`config.mk`:
```
export PLATFORM = sky130hd
export DESIGN_NAME = deq_ctrl
export DESIGN_NICKNAME = d
export VERILOG_FILES = /design/src/sv/deq_pkg.sv /design/src/sv/deq_ctrl.sv
export VERILOG_INCLUDE_DIRS = /design/src /design/src/sv
export SDC_FILE = /design/constraint.sdc
export NUM_CORES = 1
export LEC_CHECK = 0
export ABC_AREA = 1
export BUFFER_PORTS_ARGS = -buffer_cell sky130_fd_sc_hd__buf_2
export CAP_MARGIN = 30
export CORE_AREA = 2 2 39 41
export CTS_CLUSTER_SIZE = 25
export DETAILED_ROUTE_END_ITERATION = 16
export DIE_AREA = 0 0 41 43
export GPL_TIMING_DRIVEN = 0
export SLEW_MARGIN = 0
export SYNTH_ARGS = -nofsm -noshare
export SYNTH_HDL_FRONTEND = slang
export SYNTH_SLANG_ARGS = --single-unit
```
`constraint.sdc`:
```
create_clock -name clk -period 1 [get_ports clk]
set_clock_uncertainty 0.1 [all_clocks]
set_input_delay 0.1 -clock clk [delete_from_list [all_inputs] [get_ports clk]]
set_output_delay 0.1 -clock clk [all_outputs]
set_load 0.05 [all_outputs]
```
`src/sv/double_ended_queue_defines.svh`:
```
// ----------------------------------------------------------------------------
// Double-ended queue assertion macros
// Shared checking macros for the queue modules. Each macro checks a property
// on the rising edge of clk, with checking held off while rst_n is low.
// ----------------------------------------------------------------------------
`ifndef DOUBLE_ENDED_QUEUE_DEFINES_SVH
`define DOUBLE_ENDED_QUEUE_DEFINES_SVH

`ifndef SYNTHESIS
// The consequent must hold in the same cycle as the antecedent.
`define DEQ_ASSERT_SAME(label, ante, cons) \
  label: assert property (@(posedge clk) disable iff (!rst_n) (ante) |-> (cons)) \
    else $error("deque check failed in this cycle");
// The consequent must hold in the cycle after the antecedent.
`define DEQ_ASSERT_NEXT(label, ante, cons) \
  label: assert property (@(posedge clk) disable iff (!rst_n) (ante) |=> (cons)) \
    else $error("deque check failed one cycle later");
`else
`define DEQ_ASSERT_SAME(label, ante, cons)
`define DEQ_ASSERT_NEXT(label, ante, cons)
`endif

`endif

```
`src/sv/deq_pkg.sv`:
```
// ----------------------------------------------------------------------------
// Double-ended queue package
// Command codes, word constants and the control/status bundles that pass
// between the queue controller and its datapath.
// ----------------------------------------------------------------------------
package deq_pkg;

  // Width of one stored word and of the answer.
  localparam int WORD_W     = 32;
  // Width of the command field.
  localparam int CMD_W      = 3;

  // Answer given by a pop or peek on an empty queue.
  localparam logic [WORD_W-1:0] ANSWER_NONE  = '1;
  localparam logic [WORD_W-1:0] ANSWER_TRUE  = WORD_W'(1);
  localparam logic [WORD_W-1:0] ANSWER_FALSE = '0;

  // Queue commands.
  typedef enum logic [CMD_W-1:0] {
    CMD_PUSH_FRONT = 3'd0,
    CMD_PUSH_BACK  = 3'd1,
    CMD_POP_FRONT  = 3'd2,
    CMD_POP_BACK   = 3'd3,
    CMD_SIZE       = 3'd4,
    CMD_EMPTY      = 3'd5,
    CMD_FRONT      = 3'd6,
    CMD_BACK       = 3'd7
  } cmd_t;

  // Commands from the controller to the datapath.
  typedef struct packed {
    logic accept;    // an input item is taken this cycle
    logic load_out;  // load the result into the output register
  } ctrl_cmd_t;

  // Status from the datapath to the controller.
  typedef struct packed {
    logic is_push;   // the offered item is a push and gives no result
  } dp_stat_t;

endpackage

```
`src/sv/deq_ctrl.sv`:
```
// ----------------------------------------------------------------------------
// Double-ended queue controller
// Sequences one item at a time: takes an item, and for commands that give a
// result waits in the response state for the memory read before loading
// the output register once it is free.
// ----------------------------------------------------------------------------
`include "double_ended_queue_defines.svh"

module deq_ctrl (
  input  logic                 clk,
  input  logic                 rst_n,
  input  logic                 in_tvalid,
  output logic                 in_tready,
  output logic                 out_tvalid,
  input  logic                 out_tready,
  input  deq_pkg::dp_stat_t    stat,
  output deq_pkg::ctrl_cmd_t   cmd
);

  typedef enum logic {
    S_IDLE,
    S_RESP
  } state_t;

  state_t state_r;
  state_t state_nxt;
  logic   out_valid_r;
  logic   out_valid_nxt;
  logic   accept;
  logic   load_out;

  // Handshake decode.
  assign in_tready = (state_r == S_IDLE);
  assign accept    = in_tready && in_tvalid;
  assign load_out  = (state_r == S_RESP) && (!out_valid_r || out_tready);

  // Next state and output valid.
  always_comb begin
    state_nxt     = state_r;
    out_valid_nxt = out_valid_r;
    if (out_tready) begin
      out_valid_nxt = 1'b0;
    end
    case (state_r)
      S_IDLE: begin
        if (accept && !stat.is_push) begin
          state_nxt = S_RESP;
        end
      end
      S_RESP: begin
        if (load_out) begin
          state_nxt     = S_IDLE;
          out_valid_nxt = 1'b1;
        end
      end
      default: begin
        state_nxt = S_IDLE;
      end
    endcase
  end

  // State and registered outputs.
  always_ff @(posedge clk) begin
    if (!rst_n) begin
      state_r     <= S_IDLE;
      out_valid_r <= 1'b0;
    end else begin
      state_r     <= state_nxt;
      out_valid_r <= out_valid_nxt;
    end
  end

  assign out_tvalid   = out_valid_r;
  assign cmd.accept   = accept;
  assign cmd.load_out = load_out;

  // A loaded result is offered in the next cycle.
  `DEQ_ASSERT_NEXT(a_load_gives_valid, load_out, out_tvalid)
  // An item that gives a result moves the controller to the response state.
  `DEQ_ASSERT_NEXT(a_result_item_waits, accept && !stat.is_push, state_r == S_RESP)
  // A pending response is not dropped while the output register is busy.
  `DEQ_ASSERT_NEXT(a_resp_holds, (state_r == S_RESP) && !load_out, state_r == S_RESP)

endmodule

```
==> results of run 1 <==
## power by group through the flow
stage | registers [W] | logic (W) | clock network [W]
2_1_floorplan | 0.0000993 | 0.0000570 | 0
3_3_place_gp | 0.0000910 | 0.0000849 | 0
3_5_place_dp | 0.0000911 | 0.0000856 | 0
4_1_cts | 0.0000916 | 0.000100 | 0.000191
5_1_grt | 0.0000921 | 0.000108 | 0.000196
6_report | 0.0000917 | 0.000101 | 0.000177
## state kept, by name, indices dropped and copies added, names as in the netlist
name and cells:
out_tvalid 1, state_r 1
## timing repair
item | CTS | global route
endpoints found under the setup margin | 4 | 3
hold buffers | 0 | 0
setup buffers | 1 | 0
pin swaps | 1 | 0
resized for setup | 9 | 0
## worst min-delay path, delay by kind of cell
family / cells / cell delay [ns]
buf+inv: 1 / 0.10
simple gates: 2 / 0.09
## cell families after synthesis
family,Yosys count,synth area share
AO/OA/AOI/OAI,2,0.149
buffers and inverters,6,0.276
flip-flops,2,0.368
AND/OR/NAND/NOR,6,0.207
## synthesized netlist by cell type
cell type,instances,area share
sky130_fd_sc_hd__inv_1,3,0.10
sky130_fd_sc_hd__a21boi_0,1,0.069
sky130_fd_sc_hd__buf_4,2,0.14
sky130_fd_sc_hd__a21oi_2,1,0.080
sky130_fd_sc_hd__dfxtp_1,2,0.37
sky130_fd_sc_hd__inv_2,1,0.034
sky130_fd_sc_hd__nor2_1,2,0.069
sky130_fd_sc_hd__nand2_1,4,0.14
## per-layer routing
metal	GRT usage	wire length (um)	up-vias
met3	0.0471	49	0
li1	-	-	64
met4	0.0800	0	0
met5	0	0	-
met2	0.0500	142	9
met1	0.0128	87	53
## final timing paths
path | cells after the start | slack (ns) | to | start
setup / recovery | 3 | -0.1 | cmd[0] | state_r$_SDFF_PN0_
hold / removal | 3 | 0.01 | state_r$_SDFF_PN0_ | rst_n
setup reg to reg | 4 | 0.12 | state_r$_SDFF_PN0_ | state_r$_SDFF_PN0_
hold reg to reg | 2 | 0.41 | out_tvalid$_SDFF_PN0_ | out_tvalid$_SDFF_PN0_
## metrics by stage
| stage | total power, W | utilization | area [sq um] | setup WS (ns) | instances |
|---|---|---|---|---|---|
| after CTS | 0.000383 | 0.156 | 216 | -0.108 | 42 |
| after detailed placement | 0.000177 | 0.123 | 170 | -0.0623 | 40 |
| after floorplan | 0.000156 | - | 110 | 0.00591 | 16 |
| after global routing | 0.000396 | 0.156 | 216 | -0.143 | 42 |
| final | 0.000369 | 0.156 | 216 | -0.0974 | 42 |
| after global placement | 0.000176 | 0.123 | 170 | -0.0539 | 40 |
## cell type report
class	instances	area, sq um	share of cell area
Timing Repair Buffer	9	70.1	0.324
Sequential cell	2	42.5	0.197
Tap cell	16	20.0	0.0925
Clock buffer	3	22.5	0.104
Inverter	4	15.0	0.0694
Multi-Input combinational cell	8	46.3	0.214
==> flow_summary.html, run 1 <==
<table>
<tr><th>Metric</th><th>Value</th></tr>
<tr><th colspan="2">Status</th></tr>
<tr><td>Outcome</td><td>finished with violations</td></tr>
<tr><td>Failing checks</td><td>negative setup slack</td></tr>
<tr><th colspan="2">Drt</th></tr>
<tr><td>Detailed-route wire length</td><td>279 um</td></tr>
<tr><td>Remaining routing DRC violations</td><td>0</td></tr>
<tr><td>Detailed-route wire length per cell</td><td>6.64 um</td></tr>
<tr><td>Iteration-0 DRC count of the detailed router</td><td>0</td></tr>
<tr><td>Vias after detailed routing</td><td>126</td></tr>
<tr><td>Number of detailed-route iterations in the first pass</td><td>1</td></tr>
<tr><td>Per-cell via count in the routed design</td><td>3.00</td></tr>
<tr><td>Antenna violation net count after detailed routing</td><td>0</td></tr>
<tr><th colspan="2">Worst setup path</th></tr>
<tr><td>Type of the worst setup path</td><td>reg2out</td></tr>
<tr><td>Worst-path cell chain</td><td>inv_2, a21oi_4, buf_8</td></tr>
<tr><td>Signal arrival time at the worst endpoint</td><td>0.90 ns</td></tr>
<tr><td>Crit Path Max Fanout</td><td>4</td></tr>
<tr><td>Setup crit end kind</td><td>output port</td></tr>
<tr><td>Kind of start point of the critical path</td><td>register</td></tr>
<tr><td>Slowest-stage cell, CP</td><td>sky130_fd_sc_hd__dfxtp_2</td></tr>
<tr><td>Largest incremental delay on the critical path</td><td>0.32 ns</td></tr>
<tr><td>Buffer and inverter count on the worst path</td><td>2</td></tr>
<tr><td>Category of cells accounting for the largest share of critical-path delay</td><td>flip-flops</td></tr>
<tr><td>Worst path required time</td><td>0.80 ns</td></tr>
<tr><th colspan="2">Global route</th></tr>
<tr><td>Vias in the first global route</td><td>112</td></tr>
<tr><td>Maximum number of pins on one net before global-route repair</td><td>5</td></tr>
<tr><td>Global-route usage over all layers</td><td>0.0411</td></tr>
<tr><td>Initial antenna violation count</td><td>0</td></tr>
<tr><td>Remaining Overflow, GRT</td><td>0</td></tr>
<tr><td>Wire length of the first global-routing pass</td><td>338 um</td></tr>
<tr><th colspan="2">Synth</th></tr>
<tr><td>Yosys Warn Count</td><td>0</td></tr>
<tr><td>Number of instances in the synthesized netlist</td><td>16</td></tr>
<tr><td>Mapped Nets</td><td>21</td></tr>
<tr><td>Mean instance size in the synthesized netlist</td><td>6.80 sq um</td></tr>
<tr><td>Count of distinct cell types in the synthesized netlist</td><td>8</td></tr>
<tr><td>Register bit count reported by yosys</td><td>2</td></tr>
<tr><td>Share of the yosys chip area belonging to registers</td><td>0.368</td></tr>
<tr><td>Netlist area before placement</td><td>109 sq um</td></tr>
<tr><th colspan="2">Power</th></tr>
<tr><td>Pwr Density</td><td>1700 nW/um^2</td></tr>
<tr><td>Flop pwr share</td><td>0.248</td></tr>
<tr><td>Sw Pwr</td><td>0.000112 W</td></tr>
<tr><td>Sw frac</td><td>0.303</td></tr>
<tr><td>Lkg Pwr</td><td>0.113 nW</td></tr>
<tr><td>Highest ir drop seen on vdd</td><td>0.244 mV</td></tr>
<tr><td>Combinational Power Share</td><td>0.273</td></tr>
<tr><td>Share of total power in the clock network</td><td>0.479</td></tr>
<tr><td>Internal power of the cells</td><td>0.000257 W</td></tr>
<tr><th colspan="2">STA</th></tr>
<tr><td>Unrepaired setup endpoints after global routing</td><td>true</td></tr>
<tr><td>Slew Viols, Final</td><td>0</td></tr>
<tr><td>Maximum clock frequency</td><td>911 MHz</td></tr>
<tr><td>Ratio of final minimum period to clock period</td><td>1.10</td></tr>
<tr><td>Transition at the pin with the smallest max-transition slack</td><td>0.247 ns</td></tr>
<tr><td>Final Setup Violations</td><td>3</td></tr>
<tr><td>Tmin final</td><td>1.10 ns</td></tr>
<tr><td>Worst slew margin relative to its limit</td><td>0.836</td></tr>
<tr><td>Setup total negative slack</td><td>-0.227 ns</td></tr>
<tr><td>Final Worst Setup Slack</td><td>-0.0974 ns</td></tr>
<tr><td>Hold Slack</td><td>0.0123 ns</td></tr>
<tr><td>Hold Fails Final Rpt</td><td>0</td></tr>
<tr><th colspan="2">Place</th></tr>
<tr><td>GP Congestion</td><td>0.422</td></tr>
<tr><td>Quantity of I/O buffers inserted on ports</td><td>8</td></tr>
<tr><th colspan="2">Die</th></tr>
<tr><td>Total die area</td><td>1760 sq um</td></tr>
<tr><td>Count of pins on the block boundary</td><td>9</td></tr>
<tr><td>Core area</td><td>1380 sq um</td></tr>
<tr><td>DIE WIDTH</td><td>41 um</td></tr>
<tr><td>Height of the chip</td><td>43 um</td></tr>
<tr><td># rows</td><td>14</td></tr>
<tr><td>Starting density of the core</td><td>0.0787</td></tr>
<tr><th colspan="2">Layout</th></tr>
<tr><td>Antenna diode count</td><td>0</td></tr>
<tr><td>Most frequent cells in the layout</td><td>5 x sky130_fd_sc_hd__buf_2, 4 x sky130_fd_sc_hd__nand2_1, 3 x sky130_fd_sc_hd__inv_1, 3 x sky130_fd_sc_hd__clkbuf_4</td></tr>
<tr><td>Layout-stage area growth over the synthesis result</td><td>98.9%</td></tr>
<tr><td>Share of cells above drive strength 1</td><td>0.615</td></tr>
<tr><td>Net count of the finished layout</td><td>33</td></tr>
<tr><td>Most common cell after layout, fill and taps aside</td><td>sky130_fd_sc_hd__buf_2</td></tr>
<tr><td>Fill cell total of the finished layout</td><td>159</td></tr>
<tr><th colspan="2">Clock network</th></tr>
<tr><td>Clock latency of the later-clocked register in the worst-skew pair</td><td>0.22 ns</td></tr>
<tr><td>Clock edge transition at the registers on the reported setup and hold paths</td><td>0.03 ns</td></tr>
<tr><td>Root Driver</td><td>sky130_fd_sc_hd__clkbuf_4</td></tr>
<tr><td>CTS Sinks</td><td>2</td></tr>
<tr><td>Number of buffers created by CTS</td><td>3</td></tr>
<tr><td>Number of levels the H-tree was split into</td><td>1</td></tr>
<tr><td>Clock tree from TritonCTS</td><td>yes</td></tr>
<tr><td>Clock Path Buffers</td><td>2</td></tr>
<tr><th colspan="2">Run</th></tr>
<tr><td>MaxCap Viol Count</td><td>0</td></tr>
<tr><th colspan="2">Hold path</th></tr>
<tr><td>Worst min path class</td><td>in2reg</td></tr>
</table>
Power figures use the tool's default switching activity.
==> inputs of run 2 (changes only) <==
==> constraint.sdc (replaced) <==
create_clock -name clk -period 1 [get_ports clk]
set_clock_uncertainty 0.1 [all_clocks]
set_input_delay 0.15 -clock clk [delete_from_list [all_inputs] [get_ports clk]]
set_output_delay 0.15 -clock clk [all_outputs]
set_load 0.05 [all_outputs]
==> run 2 against run 1 <==
Compared with the run above:
- critical path type unchanged
- routed wire length down 3.6%
- combinational power up 22%
- first-iteration DRC count unchanged
- final cell count up 9.5%
- die area unchanged
- clock power up 12%
- cell area up 23%
- maximum frequency down 3.5%
- global-route usage up 0.70 points
- the flow still finishes with violations (negative setup slack)
- register-to-register slack worse by 0.08 ns
- hold slack better by 0.044 ns
==> flow_summary.html, run 2 (same netlist as run 1, synthesis figures left out) <==
<table>
<tr><th>Metric</th><th>Value</th></tr>
<tr><th colspan="2">Worst setup path</th></tr>
<tr><td>Worst setup path startpoint</td><td>state_r$_SDFF_PN0_ (unchanged)</td></tr>
<tr><td>Setup crit end kind</td><td>output port (unchanged)</td></tr>
<tr><td>FF-to-FF Start</td><td>state_r$_SDFF_PN0_ (unchanged)</td></tr>
<tr><td>Kind of start point of the critical path</td><td>register (unchanged)</td></tr>
<tr><td>Type of the worst setup path</td><td>reg2out (unchanged)</td></tr>
<tr><td>Slowest-stage cell, CP</td><td>sky130_fd_sc_hd__dfxtp_2 (unchanged)</td></tr>
<tr><td>Largest incremental delay on the critical path</td><td>0.34 ns (was 0.32 ns)</td></tr>
<tr><td>Signal arrival time at the worst endpoint</td><td>0.89 ns (was 0.90 ns)</td></tr>
<tr><td>Worst Reg2Reg Path Length in Cells</td><td>6 (was 4)</td></tr>
<tr><td>Crit Path Max Fanout</td><td>3 (was 4)</td></tr>
<tr><td>Worst path required time</td><td>0.75 ns (was 0.80 ns)</td></tr>
<tr><td>Worst-path cell chain</td><td>inv_4, a21oi_4, buf_8 (was inv_2, a21oi_4, buf_8)</td></tr>
<tr><th colspan="2">Global route</th></tr>
<tr><td>Most crowded layer after global routing</td><td>met4 (unchanged)</td></tr>
<tr><td>Met3 track utilization from global routing</td><td>0.0157 (was 0.0471)</td></tr>
<tr><td>Remaining Overflow, GRT</td><td>0 (unchanged)</td></tr>
<tr><td>Global-route usage over all layers</td><td>0.0480 (was 0.0411)</td></tr>
<tr><td>Wire length of the first global-routing pass</td><td>427 um (was 338 um)</td></tr>
<tr><td>Maximum number of pins on one net before global-route repair</td><td>4 (was 5)</td></tr>
<tr><td>Met1 Resource Use GR</td><td>0.0191 (was 0.0128)</td></tr>
<tr><td>Initial antenna violation count</td><td>0 (unchanged)</td></tr>
<tr><td>Vias in the first global route</td><td>131 (was 112)</td></tr>
<tr><td>Met2 track demand over resource</td><td>0.0656 (was 0.0500)</td></tr>
<tr><th colspan="2">Drt</th></tr>
<tr><td>Detailed-route wire length per cell</td><td>5.85 um (was 6.64 um)</td></tr>
<tr><td>Detailed-route wire length</td><td>269 um (was 279 um)</td></tr>
<tr><td>Remaining routing DRC violations</td><td>0 (unchanged)</td></tr>
<tr><td>Antenna violation net count after detailed routing</td><td>0 (unchanged)</td></tr>
<tr><td>Number of detailed-route iterations in the first pass</td><td>1 (unchanged)</td></tr>
<tr><td>Per-cell via count in the routed design</td><td>2.96 (was 3.00)</td></tr>
<tr><td>Vias after detailed routing</td><td>136 (was 126)</td></tr>
<tr><td>Iteration-0 DRC count of the detailed router</td><td>0 (unchanged)</td></tr>
<tr><th colspan="2">Run</th></tr>
<tr><td>MaxCap Viol Count</td><td>0 (unchanged)</td></tr>
<tr><th colspan="2">Layout</th></tr>
<tr><td>Most frequent cells in the layout</td><td>4 x sky130_fd_sc_hd__nand2_1, 4 x sky130_fd_sc_hd__buf_2, 4 x sky130_fd_sc_hd__buf_8, 4 x sky130_fd_sc_hd__buf_4 (was 5 x sky130_fd_sc_hd__buf_2, 4 x sky130_fd_sc_hd__nand2_1, 3 x sky130_fd_sc_hd__inv_1, 3 x sky130_fd_sc_hd__clkbuf_4)</td></tr>
<tr><td>Share of cells above drive strength 1</td><td>0.633 (was 0.615)</td></tr>
<tr><td>Net count of the finished layout</td><td>36 (was 33)</td></tr>
<tr><td>Layout-stage area growth over the synthesis result</td><td>144% (was 98.9%)</td></tr>
<tr><td>Post-Layout Inst Area</td><td>265 sq um (was 216 sq um)</td></tr>
<tr><td>Antenna diode count</td><td>0 (unchanged)</td></tr>
<tr><th colspan="2">Place</th></tr>
<tr><td>Setup slack at placement</td><td>-0.108 ns (was -0.0623 ns)</td></tr>
<tr><td>Post-DP Area</td><td>180 sq um (was 170 sq um)</td></tr>
<tr><td>GP Congestion</td><td>0.486 (was 0.422)</td></tr>
<tr><td>Quantity of I/O buffers inserted on ports</td><td>8 (unchanged)</td></tr>
<tr><td>Sum of net half-perimeters after detailed placement</td><td>203 um</td></tr>
<tr><th colspan="2">Hold path</th></tr>
<tr><td>Hold-critical path depth</td><td>3 (unchanged)</td></tr>
<tr><td>Startpoint of the most critical hold path</td><td>rst_n (unchanged)</td></tr>
<tr><td>Worst min path class</td><td>in2reg (unchanged)</td></tr>
<tr><th colspan="2">STA</th></tr>
<tr><td>Final Setup Violations</td><td>3 (unchanged)</td></tr>
<tr><td>Unrepaired setup endpoints after global routing</td><td>true (unchanged)</td></tr>
<tr><td>Tmin final</td><td>1.14 ns (was 1.10 ns)</td></tr>
<tr><td>Worst slew margin relative to its limit</td><td>0.890 (was 0.836)</td></tr>
<tr><td>Slew Viols, Final</td><td>0 (unchanged)</td></tr>
<tr><td>Hold Slack</td><td>0.0567 ns (was 0.0123 ns)</td></tr>
<tr><td>Ratio of final minimum period to clock period</td><td>1.14 (was 1.10)</td></tr>
<tr><td>Maximum clock frequency</td><td>879 MHz (was 911 MHz)</td></tr>
<tr><td>Hold Fails Final Rpt</td><td>0 (unchanged)</td></tr>
<tr><td>Transition at the pin with the smallest max-transition slack</td><td>0.165 ns (was 0.247 ns)</td></tr>
<tr><td>Final Worst Setup Slack</td><td>-0.137 ns (was -0.0974 ns)</td></tr>
<tr><th colspan="2">Die</th></tr>
<tr><td>DIE WIDTH</td><td>41 um (unchanged)</td></tr>
<tr><td>Core area</td><td>1380 sq um (unchanged)</td></tr>
<tr><td>Total die area</td><td>1760 sq um (unchanged)</td></tr>
<tr><td>Starting density of the core</td><td>0.0787 (unchanged)</td></tr>
<tr><td>Count of pins on the block boundary</td><td>9 (unchanged)</td></tr>
<tr><td># rows</td><td>14 (unchanged)</td></tr>
<tr><td>Height of the chip</td><td>43 um (unchanged)</td></tr>
<tr><th colspan="2">Clock network</th></tr>
<tr><td>Root Driver</td><td>sky130_fd_sc_hd__clkbuf_4 (unchanged)</td></tr>
<tr><td>CTS Sinks</td><td>2 (unchanged)</td></tr>
<tr><td>Quantity of hold-fixing buffers added after cts</td><td>0 (unchanged)</td></tr>
<tr><td>Clock edge transition at the registers on the reported setup and hold paths</td><td>0.03 ns (about the same)</td></tr>
<tr><td>Number of levels the H-tree was split into</td><td>1 (unchanged)</td></tr>
<tr><td>Number of buffers created by CTS</td><td>3 (unchanged)</td></tr>
<tr><td>Clock tree from TritonCTS</td><td>yes (unchanged)</td></tr>
<tr><td>Clock Path Buffers</td><td>2 (unchanged)</td></tr>
<tr><td>Clock latency of the later-clocked register in the worst-skew pair</td><td>0.23 ns (was 0.22 ns)</td></tr>
<tr><th colspan="2">Power</th></tr>
<tr><td>Highest ir drop seen on vdd</td><td>0.233 mV (was 0.244 mV)</td></tr>
<tr><td>Lkg Pwr</td><td>0.135 nW (was 0.113 nW)</td></tr>
<tr><td>Overall power</td><td>0.000412 W (was 0.000369 W)</td></tr>
<tr><td>Pwr Density</td><td>1550 nW/um^2 (was 1700 nW/um^2)</td></tr>
<tr><th colspan="2">Status</th></tr>
<tr><td>Outcome</td><td>finished with violations (unchanged)</td></tr>
<tr><td>Failing checks</td><td>negative setup slack (unchanged)</td></tr>
</table>
## run 2: routing by layer
layer  vias to the layer above  wire (um)
met1                        59         74
met4                         0          0
met2                         5        177
met3                         0         17
met5                         -          0
li1                         72          -
## run 2: worst paths after layout
path / end / slack, ns
worst min-delay path: state_r$_SDFF_PN0_ / 0.06
worst min register to register: out_tvalid$_SDFF_PN0_ / 0.42
worst max register to register: state_r$_SDFF_PN0_ / 0.04
worst max-delay path: cmd[0] / -0.14
## run 2: critical path: cells and delay by family, from the launching register on
family	cells	cell delay [ns]
compound gates	1	0.13
flops	1	0.34
buf+inv	2	0.20
## run 2: power by group
part           leakage [nW]  switching, W  total (W)  internal (W)
sequential           0.0175    0.00000645  0.0000920     0.0000856
clock                0.0150     0.0000495   0.000198      0.000148
combinational         0.102     0.0000655   0.000123     0.0000571
total                 0.135      0.000121   0.000412      0.000291
## run 2: final cells by class
type | count | area (sq um)
multi-input combinational | 8 | 46.3
sequential | 2 | 45.0
tap | 16 | 20.0
timing repair buffer | 12 | 110
clock buffer | 4 | 26.3
inverter | 4 | 17.5
fill | 154 | 1120
## run 2: what timing repair did
action | in CTS | in global routing
gates resized for setup | 13 | 0
setup endpoints to repair | 4 | 4
setup buffers | 3 | 1
cloned | 0 | 0
pin swaps | 2 | 0
endpoints found under the hold margin | 0 | 0
## run 2: per-stage QoR
stage | TNS (ns) | cells | util
finish | -0.365 | 46 | 0.192
CTS | -0.411 | 45 | 0.186
global placement | -0.106 | 40 | 0.130
detailed placement | -0.114 | 40 | 0.130
global route | -0.464 | 46 | 0.192
floorplan | 0 | 16 | -
==> inputs of run 3 (changes only) <==
Clock period 1 ns to 1.2 ns, I/O delays scaled along.
==> run 3 against run 2 <==
Compared with the run above:
- the flow now finishes without violations
- power is 25% lower
- clock-buffer cell count is 1 lower
- combinational power is 32% lower
- final cell count is 6.5% lower
- cell area is 18% lower
- via count is 5.1% lower
- register-to-register slack better by 0.28 ns
- die area stayed put
- core utilization is 3.4 points lower
- critical path depth stayed put
- clock power is 26% lower
==> flow_summary.html, run 3 (same netlist as run 1, synthesis figures left out) <==
<table>
<tr><th>Metric</th><th>Value</th></tr>
<tr><th colspan="2">STA</th></tr>
<tr><td>Tmin final</td><td>1.18 ns</td></tr>
<tr><td>Hold Fails Final Rpt</td><td>0 (unchanged)</td></tr>
<tr><td>Maximum clock frequency</td><td>849 MHz</td></tr>
<tr><td>Slew Viols, Final</td><td>0 (unchanged)</td></tr>
<tr><td>Worst slew margin relative to its limit</td><td>0.836 (was 0.890)</td></tr>
<tr><td>Ratio of final minimum period to clock period</td><td>0.982</td></tr>
<tr><td>Setup total negative slack</td><td>0 ns (was -0.365 ns)</td></tr>
<tr><td>Transition at the pin with the smallest max-transition slack</td><td>0.247 ns (was 0.165 ns)</td></tr>
<tr><td>Final Setup Violations</td><td>0 (was 3)</td></tr>
<tr><td>Hold Slack</td><td>0.0923 ns (was 0.0567 ns)</td></tr>
<tr><td>Unrepaired setup endpoints after global routing</td><td>true (unchanged)</td></tr>
<tr><th colspan="2">Power</th></tr>
<tr><td>Overall power</td><td>0.000307 W (was 0.000412 W)</td></tr>
<tr><td>Internal power of the cells</td><td>0.000214 W (was 0.000291 W)</td></tr>
<tr><td>Sw frac</td><td>0.303 (was 0.294)</td></tr>
<tr><td>Share of total power in the clock network</td><td>0.479 (was 0.480)</td></tr>
<tr><td>Flop pwr share</td><td>0.248 (was 0.223)</td></tr>
<tr><td>Combinational Power Share</td><td>0.273 (was 0.297)</td></tr>
<tr><td>Lkg Pwr</td><td>0.117 nW (was 0.135 nW)</td></tr>
<tr><td>Highest ir drop seen on vdd</td><td>0.203 mV (was 0.233 mV)</td></tr>
<tr><td>Pwr Density</td><td>1410 nW/um^2 (was 1550 nW/um^2)</td></tr>
<tr><td>Sw Pwr</td><td>0.0000933 W (was 0.000121 W)</td></tr>
<tr><th colspan="2">Global route</th></tr>
<tr><td>Initial antenna violation count</td><td>0 (unchanged)</td></tr>
<tr><td>Maximum number of pins on one net before global-route repair</td><td>5 (was 4)</td></tr>
<tr><td>Wire length of the first global-routing pass</td><td>338 um (was 427 um)</td></tr>
<tr><td>Global-route usage over all layers</td><td>0.0411 (was 0.0480)</td></tr>
<tr><td>Remaining Overflow, GRT</td><td>0 (unchanged)</td></tr>
<tr><td>Vias in the first global route</td><td>112 (was 131)</td></tr>
<tr><th colspan="2">Die</th></tr>
<tr><td>Count of pins on the block boundary</td><td>9 (unchanged)</td></tr>
<tr><td>DIE WIDTH</td><td>41 um (unchanged)</td></tr>
<tr><td>Core area</td><td>1380 sq um (unchanged)</td></tr>
<tr><td>Height of the chip</td><td>43 um (unchanged)</td></tr>
<tr><td>Starting density of the core</td><td>0.0787 (unchanged)</td></tr>
<tr><td># rows</td><td>14 (unchanged)</td></tr>
<tr><td>Total die area</td><td>1760 sq um (unchanged)</td></tr>
<tr><th colspan="2">Worst setup path</th></tr>
<tr><td>Setup crit end kind</td><td>output port (unchanged)</td></tr>
<tr><td>Type of the worst setup path</td><td>reg2out (unchanged)</td></tr>
<tr><td>Worst path required time</td><td>0.92 ns (was 0.75 ns)</td></tr>
<tr><td>Kind of start point of the critical path</td><td>register (unchanged)</td></tr>
<tr><td>Signal arrival time at the worst endpoint</td><td>0.90 ns (was 0.89 ns)</td></tr>
<tr><td>Crit Path Max Fanout</td><td>4 (was 3)</td></tr>
<tr><th colspan="2">Drt</th></tr>
<tr><td>Met1 wire length</td><td>91 um (was 74 um)</td></tr>
<tr><td>Detailed-route wire length per cell</td><td>6.56 um (was 5.85 um)</td></tr>
<tr><td>Metal3 WL</td><td>49 um (was 17 um)</td></tr>
<tr><td>Top metal layer carrying routed signals</td><td>met3 (unchanged)</td></tr>
<tr><td>Detailed-route wire length</td><td>282 um (was 269 um)</td></tr>
<tr><td>Wire length on met2</td><td>142 um (was 177 um)</td></tr>
<tr><td>Remaining routing DRC violations</td><td>0 (unchanged)</td></tr>
<tr><td>Antenna violation net count after detailed routing</td><td>0 (unchanged)</td></tr>
<tr><td>Iteration-0 DRC count of the detailed router</td><td>0 (unchanged)</td></tr>
<tr><td>Per-cell via count in the routed design</td><td>3.00 (was 2.96)</td></tr>
<tr><td>Number of detailed-route iterations in the first pass</td><td>1 (unchanged)</td></tr>
<tr><td>Vias after detailed routing</td><td>129 (was 136)</td></tr>
<tr><th colspan="2">Clock network</th></tr>
<tr><td>Number of levels the H-tree was split into</td><td>1 (unchanged)</td></tr>
<tr><td>Clock Path Buffers</td><td>2 (unchanged)</td></tr>
<tr><td>CTS Sinks</td><td>2 (unchanged)</td></tr>
<tr><td>Quantity of hold-fixing buffers added after cts</td><td>0 (unchanged)</td></tr>
<tr><td>Root Driver</td><td>sky130_fd_sc_hd__clkbuf_4 (unchanged)</td></tr>
<tr><td>Clock latency of the later-clocked register in the worst-skew pair</td><td>0.22 ns (was 0.23 ns)</td></tr>
<tr><td>Clock tree from TritonCTS</td><td>yes (unchanged)</td></tr>
<tr><td>Number of buffers created by CTS</td><td>3 (unchanged)</td></tr>
<tr><td>Clock edge transition at the registers on the reported setup and hold paths</td><td>0.03 ns (about the same)</td></tr>
<tr><th colspan="2">Hold path</th></tr>
<tr><td>Worst min path class</td><td>in2reg (unchanged)</td></tr>
<tr><th colspan="2">Place</th></tr>
<tr><td>Quantity of I/O buffers inserted on ports</td><td>8 (unchanged)</td></tr>
<tr><td>GP Congestion</td><td>0.422 (was 0.486)</td></tr>
<tr><td>Placed insts</td><td>40 (unchanged)</td></tr>
<tr><th colspan="2">Layout</th></tr>
<tr><td>Share of cells above drive strength 1</td><td>0.630 (was 0.633)</td></tr>
<tr><td>Antenna diode count</td><td>0 (unchanged)</td></tr>
<tr><td>Layout-stage area growth over the synthesis result</td><td>100% (was 144%)</td></tr>
<tr><td>Core utilization of the finished layout</td><td>0.157 (was 0.192)</td></tr>
<tr><td>Net count of the finished layout</td><td>34 (was 36)</td></tr>
<tr><td>Most frequent cells in the layout</td><td>6 x sky130_fd_sc_hd__buf_2, 4 x sky130_fd_sc_hd__nand2_1, 3 x sky130_fd_sc_hd__inv_1, 3 x sky130_fd_sc_hd__clkbuf_4 (was 4 x sky130_fd_sc_hd__nand2_1, 4 x sky130_fd_sc_hd__buf_2, 4 x sky130_fd_sc_hd__buf_8, 4 x sky130_fd_sc_hd__buf_4)</td></tr>
<tr><td>Most common cell after layout, fill and taps aside</td><td>sky130_fd_sc_hd__buf_2</td></tr>
<tr><td>Number of standard cells in the final layout excluding fillers</td><td>43 (was 46)</td></tr>
<tr><th colspan="2">Status</th></tr>
<tr><td>Outcome</td><td>finished clean (was finished with violations)</td></tr>
<tr><th colspan="2">Run</th></tr>
<tr><td>MaxCap Viol Count</td><td>0 (unchanged)</td></tr>
</table>
## run 3: worst paths after layout
kind,from,endpoint,slack (ns),cells after the start
worst min register to register,out_tvalid$_SDFF_PN0_,out_tvalid$_SDFF_PN0_,0.41,2
worst max register to register,state_r$_SDFF_PN0_,state_r$_SDFF_PN0_,0.32,4
worst max-delay path,state_r$_SDFF_PN0_,cmd[0],0.02,3
worst min-delay path,rst_n,state_r$_SDFF_PN0_,0.09,3
## run 3: metrics by stage
step	setup slack, ns	cell area [sq um]
2_1_floorplan	0.126	110
3_3_place_gp	0.0661	170
3_5_place_dp	0.0577	170
4_1_cts	0.0117	218
5_1_grt	-0.0232	218
6_report	0.0217	218
## run 3: final cells by class
class | instances | area [sq um]
Timing Repair Buffer | 9 | 63.8
Multi-Input combinational cell | 8 | 46.3
Sequential cell | 2 | 42.5
Tap cell | 16 | 20.0
Buffer | 1 | 7.51
Clock buffer | 3 | 22.5
Fill cell | 163 | 1170
Inverter | 4 | 15.0
## run 3: worst max-delay path, stage by stage, from the launching register on
cell and delay (ns):
sky130_fd_sc_hd__dfxtp_2 0.32, sky130_fd_sc_hd__inv_2 0.05, sky130_fd_sc_hd__a21oi_4 0.14, sky130_fd_sc_hd__buf_8 0.16
## run 3: timing repair
| action | in CTS | in global routing |
|---|---|---|
| resized for setup | 7 | 0 |
| endpoints found under the setup margin | 2 | 2 |
| buffers inserted | 1 | 0 |
## run 3: metal layers
metal,track usage,up-vias
li1,-,66
met2,0.0500,9
met4,0.0800,0
met1,0.0128,54
met3,0.0471,0
met5,0,-
## run 3: power groups by stage
| stage | Clock [W] | Combinational (W) | Sequential (W) |
|---|---|---|---|
| 6_report | 0.000147 | 0.0000838 | 0.0000764 |
| 5_1_grt | 0.000163 | 0.0000899 | 0.0000767 |
| 4_1_cts | 0.000159 | 0.0000838 | 0.0000763 |
| 3_5_place_dp | 0 | 0.0000713 | 0.0000759 |
| 3_3_place_gp | 0 | 0.0000708 | 0.0000758 |
| 2_1_floorplan | 0 | 0.0000475 | 0.0000827 |
